### config.mk
export PLATFORM = sky130hd
export DESIGN_NAME = vertical_resample_fir_rgba8_core_flat
export DESIGN_NICKNAME = d
export VERILOG_FILES = /design/src/vrf_pkg.sv /design/src/vrf_tap_if.sv /design/src/vrf_pix_if.sv /design/src/vertical_resample_fir_rgba8_core.sv /design/src/flat_wrapper.sv
export SDC_FILE = /design/constraint.sdc
export NUM_CORES = 2
export LEC_CHECK = 0
export BUFFER_PORTS_ARGS = -buffer_cell sky130_fd_sc_hd__buf_2
export CORE_UTILIZATION = 60
export DETAILED_ROUTE_END_ITERATION = 8
export PLACE_DENSITY = 0.77
export SETUP_SLACK_MARGIN = 0.05
export SLEW_MARGIN = 20
export SYNTH_ARGS = -nofsm -noshare
export SYNTH_HDL_FRONTEND = slang
export SYNTH_SLANG_ARGS = --single-unit
### constraint.sdc
create_clock -name clk -period 21.6 [get_ports clk]
set_input_delay 4.32 -clock clk [delete_from_list [all_inputs] [get_ports clk]]
set_output_delay 4.32 -clock clk [all_outputs]
set_load 0.005 [all_outputs]
### src/vrf_pkg.sv
package vrf_pkg;

  localparam int FracShift = 12;
  localparam int ChanCount = 4;
  localparam int AccWidth = 32;
  localparam int ProdWidth = 25;

  localparam logic [AccWidth-1:0] RoundInit = AccWidth'(1) << (FracShift - 1);

  typedef struct packed {
    logic [7:0]         chan0;
    logic [7:0]         chan1;
    logic [7:0]         chan2;
    logic [7:0]         chan3;
    logic signed [15:0] coeff;
    logic               last_tap;
    logic               last_column;
  } tap_t;

  typedef struct packed {
    logic [7:0] out0;
    logic [7:0] out1;
    logic [7:0] out2;
    logic [7:0] out3;
    logic       row_end;
  } pix_t;

  // arithmetic shift by the fraction width, then saturate to a byte
  function automatic logic [7:0] clamp_byte(input logic [AccWidth-1:0] sum);
    logic signed [AccWidth-1:0] shifted;
    logic [7:0] res;
    shifted = $signed(sum) >>> FracShift;
    if (shifted[AccWidth-1]) begin
      res = 8'd0;
    end else if (shifted[AccWidth-1:8] != '0) begin
      res = 8'hff;
    end else begin
      res = shifted[7:0];
    end
    return res;
  endfunction

endpackage

### src/vrf_tap_if.sv
interface vrf_tap_if;
  logic           valid;
  logic           ready;
  vrf_pkg::tap_t  data;

  modport source(output valid, output data, input ready);
  modport sink(input valid, input data, output ready);
endinterface

### src/vrf_pix_if.sv
interface vrf_pix_if;
  logic           valid;
  logic           ready;
  vrf_pkg::pix_t  data;

  modport source(output valid, output data, input ready);
  modport sink(input valid, input data, output ready);
endinterface

### src/vertical_resample_fir_rgba8_core.sv
// Vertical filter tap engine for four-channel 8-bit pixels.
// taps (sink): one source pixel plus its signed 16-bit weight per transaction,
//   with last_tap closing an output pixel and last_column marking the row end.
// pixels (source): one filtered pixel per last_tap transaction; row_end copies
//   the last_column bit of that tap.
// Throughput: one tap per clock. Four 8x16 multipliers feed four 32-bit
//   accumulators; multiply, accumulate and saturate all sit between the input
//   register and the result register.
// Path: a last_tap transaction is captured in the input register, and its pixel
//   is written to the result register once that is free (two register stages).
// Reset: input register emptied, result invalid, accumulators loaded with the
//   rounding constant 2^(FracShift-1).
// Receiver stall: the result register holds its pixel; taps that do not close
//   a pixel keep flowing and accumulating. A closing tap waits in the input
//   register until the result register frees, and the input side backs up
//   while it waits.
module vertical_resample_fir_rgba8_core (
  input  logic          clk,
  input  logic          rst,
  vrf_tap_if.sink       taps,
  vrf_pix_if.source     pixels
);

  // input stage
  logic                        s1_valid;
  logic [7:0]                  s1_chan [vrf_pkg::ChanCount];
  logic signed [15:0]          s1_coeff;
  logic                        s1_last;
  logic                        s1_col;

  logic signed [vrf_pkg::ProdWidth-1:0] prod [vrf_pkg::ChanCount];

  logic [vrf_pkg::AccWidth-1:0] acc [vrf_pkg::ChanCount];
  logic [vrf_pkg::AccWidth-1:0] acc_sum [vrf_pkg::ChanCount];

  logic                        out_valid;
  vrf_pkg::pix_t               out_data;

  logic out_free;
  logic s1_consume;
  logic s1_open;
  logic in_fire;

  assign out_free   = !out_valid || pixels.ready;
  assign s1_consume = s1_valid && (!s1_last || out_free);
  assign s1_open    = !s1_valid || s1_consume;
  assign in_fire    = taps.valid && s1_open;

  assign taps.ready   = s1_open;
  assign pixels.valid = out_valid;
  assign pixels.data  = out_data;

  always_comb begin
    for (int i = 0; i < vrf_pkg::ChanCount; i++) begin
      prod[i]    = $signed({1'b0, s1_chan[i]}) * s1_coeff;
      acc_sum[i] = acc[i] + vrf_pkg::AccWidth'(prod[i]);
    end
  end

  always_ff @(posedge clk) begin
    if (rst) begin
      s1_valid <= 1'b0;
    end else if (s1_open) begin
      s1_valid <= taps.valid;
    end
    if (in_fire) begin
      s1_chan[0] <= taps.data.chan0;
      s1_chan[1] <= taps.data.chan1;
      s1_chan[2] <= taps.data.chan2;
      s1_chan[3] <= taps.data.chan3;
      s1_coeff   <= taps.data.coeff;
      s1_last    <= taps.data.last_tap;
      s1_col     <= taps.data.last_column;
    end
  end

  always_ff @(posedge clk) begin
    if (rst) begin
      for (int i = 0; i < vrf_pkg::ChanCount; i++) begin
        acc[i] <= vrf_pkg::RoundInit;
      end
    end else if (s1_consume) begin
      for (int i = 0; i < vrf_pkg::ChanCount; i++) begin
        acc[i] <= s1_last ? vrf_pkg::RoundInit : acc_sum[i];
      end
    end
  end

  always_ff @(posedge clk) begin
    if (rst) begin
      out_valid <= 1'b0;
    end else if (out_free) begin
      out_valid <= s1_valid && s1_last;
    end
    if (out_free && s1_valid && s1_last) begin
      out_data.out0    <= vrf_pkg::clamp_byte(acc_sum[0]);
      out_data.out1    <= vrf_pkg::clamp_byte(acc_sum[1]);
      out_data.out2    <= vrf_pkg::clamp_byte(acc_sum[2]);
      out_data.out3    <= vrf_pkg::clamp_byte(acc_sum[3]);
      out_data.row_end <= s1_col;
    end
  end

  // accumulators restart at the rounding constant once a pixel is closed
  a_acc_restart: assert property (@(posedge clk) disable iff (rst)
    s1_consume && s1_last |=> acc[0] == vrf_pkg::RoundInit
      && acc[1] == vrf_pkg::RoundInit && acc[2] == vrf_pkg::RoundInit
      && acc[3] == vrf_pkg::RoundInit)
    else $error("accumulators not restarted after closing tap");

  // a new pixel only comes from a closing tap in the input register
  a_out_source: assert property (@(posedge clk) disable iff (rst)
    $rose(out_valid) |-> $past(s1_valid && s1_last))
    else $error("result appeared without a closing tap");

  // input backs up only behind a closing tap facing a stalled result
  a_backpressure: assert property (@(posedge clk) disable iff (rst)
    !taps.ready |-> s1_valid && s1_last && out_valid && !pixels.ready)
    else $error("input stalled with room in the pipeline");

  // a non-closing tap never waits on the result register
  a_no_stall_mid: assert property (@(posedge clk) disable iff (rst)
    s1_valid && !s1_last |-> s1_consume)
    else $error("accumulating tap held back");

  // a stalled pixel stays put
  a_out_hold: assert property (@(posedge clk) disable iff (rst)
    out_valid && !pixels.ready |=> out_valid && $stable(out_data))
    else $error("pixel changed while stalled");

endmodule

### src/flat_wrapper.sv
// flat-port wrapper written by rule: the top's interface ports become plain ports
module vertical_resample_fir_rgba8_core_flat 
  (clk, rst, taps_valid, taps_data, taps_ready, pixels_valid, pixels_data, pixels_ready);
  vrf_tap_if taps_i ();
  vrf_pix_if pixels_i ();
  input  logic clk;
  input  logic rst;
  input wire logic [$bits(taps_i.valid)-1:0] taps_valid;
  input wire logic [$bits(taps_i.data)-1:0] taps_data;
  output wire logic [$bits(taps_i.ready)-1:0] taps_ready;
  output wire logic [$bits(pixels_i.valid)-1:0] pixels_valid;
  output wire logic [$bits(pixels_i.data)-1:0] pixels_data;
  input wire logic [$bits(pixels_i.ready)-1:0] pixels_ready;
  assign taps_i.valid = taps_valid;
  assign taps_i.data = taps_data;
  assign taps_ready = taps_i.ready;
  assign pixels_valid = pixels_i.valid;
  assign pixels_data = pixels_i.data;
  assign pixels_i.ready = pixels_ready;
  vertical_resample_fir_rgba8_core u_core (.clk(clk), .rst(rst), .taps(taps_i), .pixels(pixels_i));
endmodule
* Word level (Yosys, flattened, before mapping)
Memories as Yosys holds them, arrays and structs flattened.
Cells that the tools add are included.
** Word-level totals
- Register bits :: 53
- Memory bits (writable) :: 160
- Input port bits :: 54
- Word-level logic and storage cells :: 58
- Memories :: 2
** Memories
- u_core.acc :: depth 4, width 32, read ports 4, clocked after memory_dff 0, write ports 4, line vertical_resample_fir_rgba8_core.sv:33 : logic [vrf_pkg::AccWidth-1:0] acc [vrf_pkg::ChanCount];
- u_core.s1_chan :: depth 4, width 8, read ports 4, clocked after memory_dff 0, write ports 4, line vertical_resample_fir_rgba8_core.sv:26 : logic [7:0] s1_chan [vrf_pkg::ChanCount];
** Cells by class
- $add $sub $neg :: 4
- Multiply operators :: 4
- Multiplexer cells :: 19
- Bitwise gates (word level) :: 4
- Reductions and logical operators :: 15
** Operators with widths (number)
- 32-bit 2-to-1 mux :: 8
- 32-bit adder :: 4
- 9-bit by 16-bit multiplier with 25-bit output :: 4
- 24-bit nonzero test :: 4
- 8-bit 2-to-1 mux :: 4
- 1-bit 2-to-1 mux :: 7
- 1-bit logical AND :: 5
- 1-bit bitwise OR :: 4
- 1-bit logical NOT :: 3
- 1-bit logical OR :: 3

* Logic depth before layout (Yosys ltp)
- Depth after elaboration :: 8
- Gate-level depth with buffers :: 33
- Mapped depth without buffers :: 31

* Worst setup path after synthesis
OpenSTA, ideal clock, no wires.
- Path type :: input to output
- Start point :: in pixels_ready
- End point :: out taps_ready
- Arrival :: 4674 ps
- Required time :: 17280 ps
- Path slack :: 12606 ps
- Stages :: 2
- Buffers on the path :: 0
- Path through :: nor2b_1 > nand3_1
** On the way
- Longest elaborated chain between the ends :: 4
** RTL lines
- from (decl) :: line flat_wrapper.sv:13 : input wire logic [$bits(pixels_i.ready)-1:0] pixels_ready;
- 1-bit logical OR :: line vertical_resample_fir_rgba8_core.sv:44 : assign out_free = !out_valid || pixels.ready;
- 1-bit logical OR :: line vertical_resample_fir_rgba8_core.sv:45 : assign s1_consume = s1_valid && (!s1_last || out_free);
- 1-bit logical AND :: line vertical_resample_fir_rgba8_core.sv:45
- 1-bit logical OR :: line vertical_resample_fir_rgba8_core.sv:46 : assign s1_open = !s1_valid || s1_consume;
- to (decl) :: line flat_wrapper.sv:10 : output wire logic [$bits(taps_i.ready)-1:0] taps_ready;
Every way passes these cells.

* Worst setup path after layout
Ends and elaborated chain as after synthesis.

==> flow_metrics.tcl <==
set metrics [dict create \
    status "finished, violations left" \
    failed_checks "design-rule violations" \
    grt_use_total_pct 26.9 \
    end_kind "primary output" \
    cts_buffer_depth 3 \
    cts_setup_buffers 0 \
    nets 4332 \
    post_cts_resize_count 0 \
    rr_worst_depth 27 \
    clock_latency_ns 0.59 \
    ctsHoldBuffers 0 \
    synth.most_common_cell "inv_1" \
    fin_crit_ns 9.49 \
    cts_buffers 28 \
    io_pins 89 \
    fin_skew_ns 0.0310 \
    max_freq_ghz 0.105 \
    finalCoreUtilization_pct 65.0 \
    drt-met1-wl_mm 29.8 \
    cts_root_buf "clkbuf_16" \
    numClockSinks 213 \
    synth.area.top_cells "fa_1 26%, edfxtp_1 20%, ha_1 13%, inv_1 7.3%, and2_1 6.1%" \
    dp_hpwl_mm 53.1 \
    dr_total_vias 24000 \
    min_period_over_period_pct 43.9 \
    slew_violations 0 \
    crit_start "pixels_ready" \
    synthSimpleGateAreaFrac_pct 16.3 \
    synth-xor-area-share_pct 5.47 \
    route.met2.wl_mm 34.2 \
    rows 84 \
    synth_compound_area_share_pct 11.4 \
    numPortBuffers 88 \
    clk_pin_slew_ns 0.06 \
    hold_path_class "flip-flop to flip-flop" \
    setup_viol 0 \
    gp_congestion 0.887 \
    rsz0062_at_grt "false" \
    htree_num_levels 1 \
    die_h_um 234 \
    synthMuxAreaShare_pct 0.221 \
    synth_area_mm2 0.0323 \
    grt_first_pass_wirelength_mm 119 \
    drc 4 \
    endpoint "taps_ready" \
    worst_slew_pin_slew_ns 0.966 \
    drt_iter0_drc 1358 \
    detail-route-antenna-nets 0 \
    crit_path_max_fanout 5 \
    grt_antenna_before_repair 0 \
    grt-ovfl-total 0 \
    relSlewSlack_pct 35.6 \
    synth-seq-cells 213 \
    synth_fp_nets 4304 \
    synth.yosys.seq_area_share_pct 19.7 \
    critPathLaunchType "input pin" \
    syn-mean-instance-area_um2 9.20 \
    ys_warn_count 0 \
    yosys.area.top_type "fa_1" \
    syn_inst 3510 \
    r2r-start "u_core.s1_chan[0][0]$_DFFE_PP_" \
    routedWlPerCell_um 16.4 \
    die_area_mm2 0.0548 \
    vias_per_cell 5.64 \
    cp_data_arrival_time_ns 5.17 \
    final_layout_size_suffix_gt1_share_pct 5.76 \
    grt_pass1_vias 25000 \
    fp.dieW_um 234 \
    r2r-end "u_core.pixels.data[25]$_SDFFCE_PP0P_" \
    hold_viol 0 \
    dr_wl_met3_mm 4.24 \
    min_path_cells 0 \
    tritoncts "done" \
    async_flop_share_pct 0 \
    ys.flop_type "edfxtp_1" \
    synth-adder-area-share_pct 38.2 \
    syn_to_final_growth_pct 6.43 \
    r2r_setup_slack_ns 13.14 \
    core_mm2 0.0529 \
    netlist_top_cells_count "628 x inv_1, 412 x fa_1, 328 x ha_1" \
    cp.required_ns 17.28 \
    synth_edf_count 211 \
    grt_max_degree 66 \
    firstDrtPassIters 9 \
    synth_top_family_by_area "adder cells" \
    holdWs_ns 0.419 \
    max-cap-violations 0 \
    yosys.area.top_type_share_pct 25.5 \
    top_layer "met4" \
    critPathKind "input pin to primary output" \
    yosysUniqueCellTypes 90 \
    initial_core_util_pct 61.1 \
    wirelength_mm 69.7 \
    setup_tns_ns 0 \
]
==> flip-flops by register name (all words and copies together), names as in the netlist <==
signal,flops
u_core.acc,128
u_core.pixels.data,33
u_core.s1_chan,32
u_core.s1_coeff,16
u_core.pixels.valid,1
u_core.s1_col,1
u_core.s1_last,1
u_core.s1_valid,1
==> how the worst min path moves through the flow <==
stage | slack [ns] | from | to
global placement | 0.41 | u_core.s1_col$_DFFE_PP_ | u_core.pixels.data[0]$_DFFE_PP_
global route | 0.44 | u_core.s1_col$_DFFE_PP_ | u_core.pixels.data[0]$_DFFE_PP_
detailed placement | 0.41 | u_core.s1_col$_DFFE_PP_ | u_core.pixels.data[0]$_DFFE_PP_
CTS | 0.42 | u_core.s1_col$_DFFE_PP_ | u_core.pixels.data[0]$_DFFE_PP_
floorplan | 0.40 | u_core.s1_col$_DFFE_PP_ | u_core.pixels.data[0]$_DFFE_PP_
finish | 0.42 | u_core.s1_col$_DFFE_PP_ | u_core.pixels.data[0]$_DFFE_PP_
==> per-stage QoR <==
stage | cell area [um2] | std cells | setup WS [ns]
2_1_floorplan | 32300 | 3510 | 12.61
4_1_cts | 34300 | 4247 | 12.13
3_5_place_dp | 33400 | 4195 | 12.13
5_1_grt | 34400 | 4248 | 12.04
3_3_place_gp | 33400 | 4195 | 12.13
6_report | 34400 | 4250 | 12.11
==> worst max-delay path, stage by stage <==
cell     delay [ns]
buf_2          0.10
nor2b_1        0.41
nand3_1        0.18
buf_2          0.16
==> cells in the final DEF, fill, tap and decap left out, types with 20 or more instances in the layout <==
master / count
inv_1: 628
fa_1: 412
ha_1: 328
nand2_1: 317
and2_1: 313
nor2_1: 215
edfxtp_1: 211
a21oi_1: 188
xnor2_1: 127
buf_2: 88
o21ai_0: 76
a21o_1: 71
xor2_1: 71
nor3_1: 39
and3_1: 32
nand3_1: 32
clkbuf_16: 29
o21a_1: 25
buf_4: 23
o211ai_1: 21
nand2b_1: 21
a31oi_1: 21
nand4_1: 20
==> layer usage <==
layer  GRT usage (%)  vias to the layer above
li1                -                    11500
met1            34.7                    11900
met2            46.5                      533
met3            4.54                       90
met4            7.37                        0
met5               0                        -
==> logic make-up after synthesis <==
family | after synthesis
buf+inv | 742
compound gates | 555
fa+ha+maj | 740
flops | 213
mux | 7
simple gates | 1053
xor+xnor | 200
==> cell type report <==
type / instances / area (um2)
antenna: 2 / 5.00
clock buffer: 32 / 737
clock inverter: 20 / 226
fill: 4310 / 18500
inverter: 628 / 2360
multi-input combinational: 2555 / 23200
sequential: 213 / 6380
tap: 688 / 861
timing repair buffer: 112 / 641
Power is left out: the tool's default activity adds up to more than one toggle a clock period on the data nets, which glitch-free logic cannot reach.
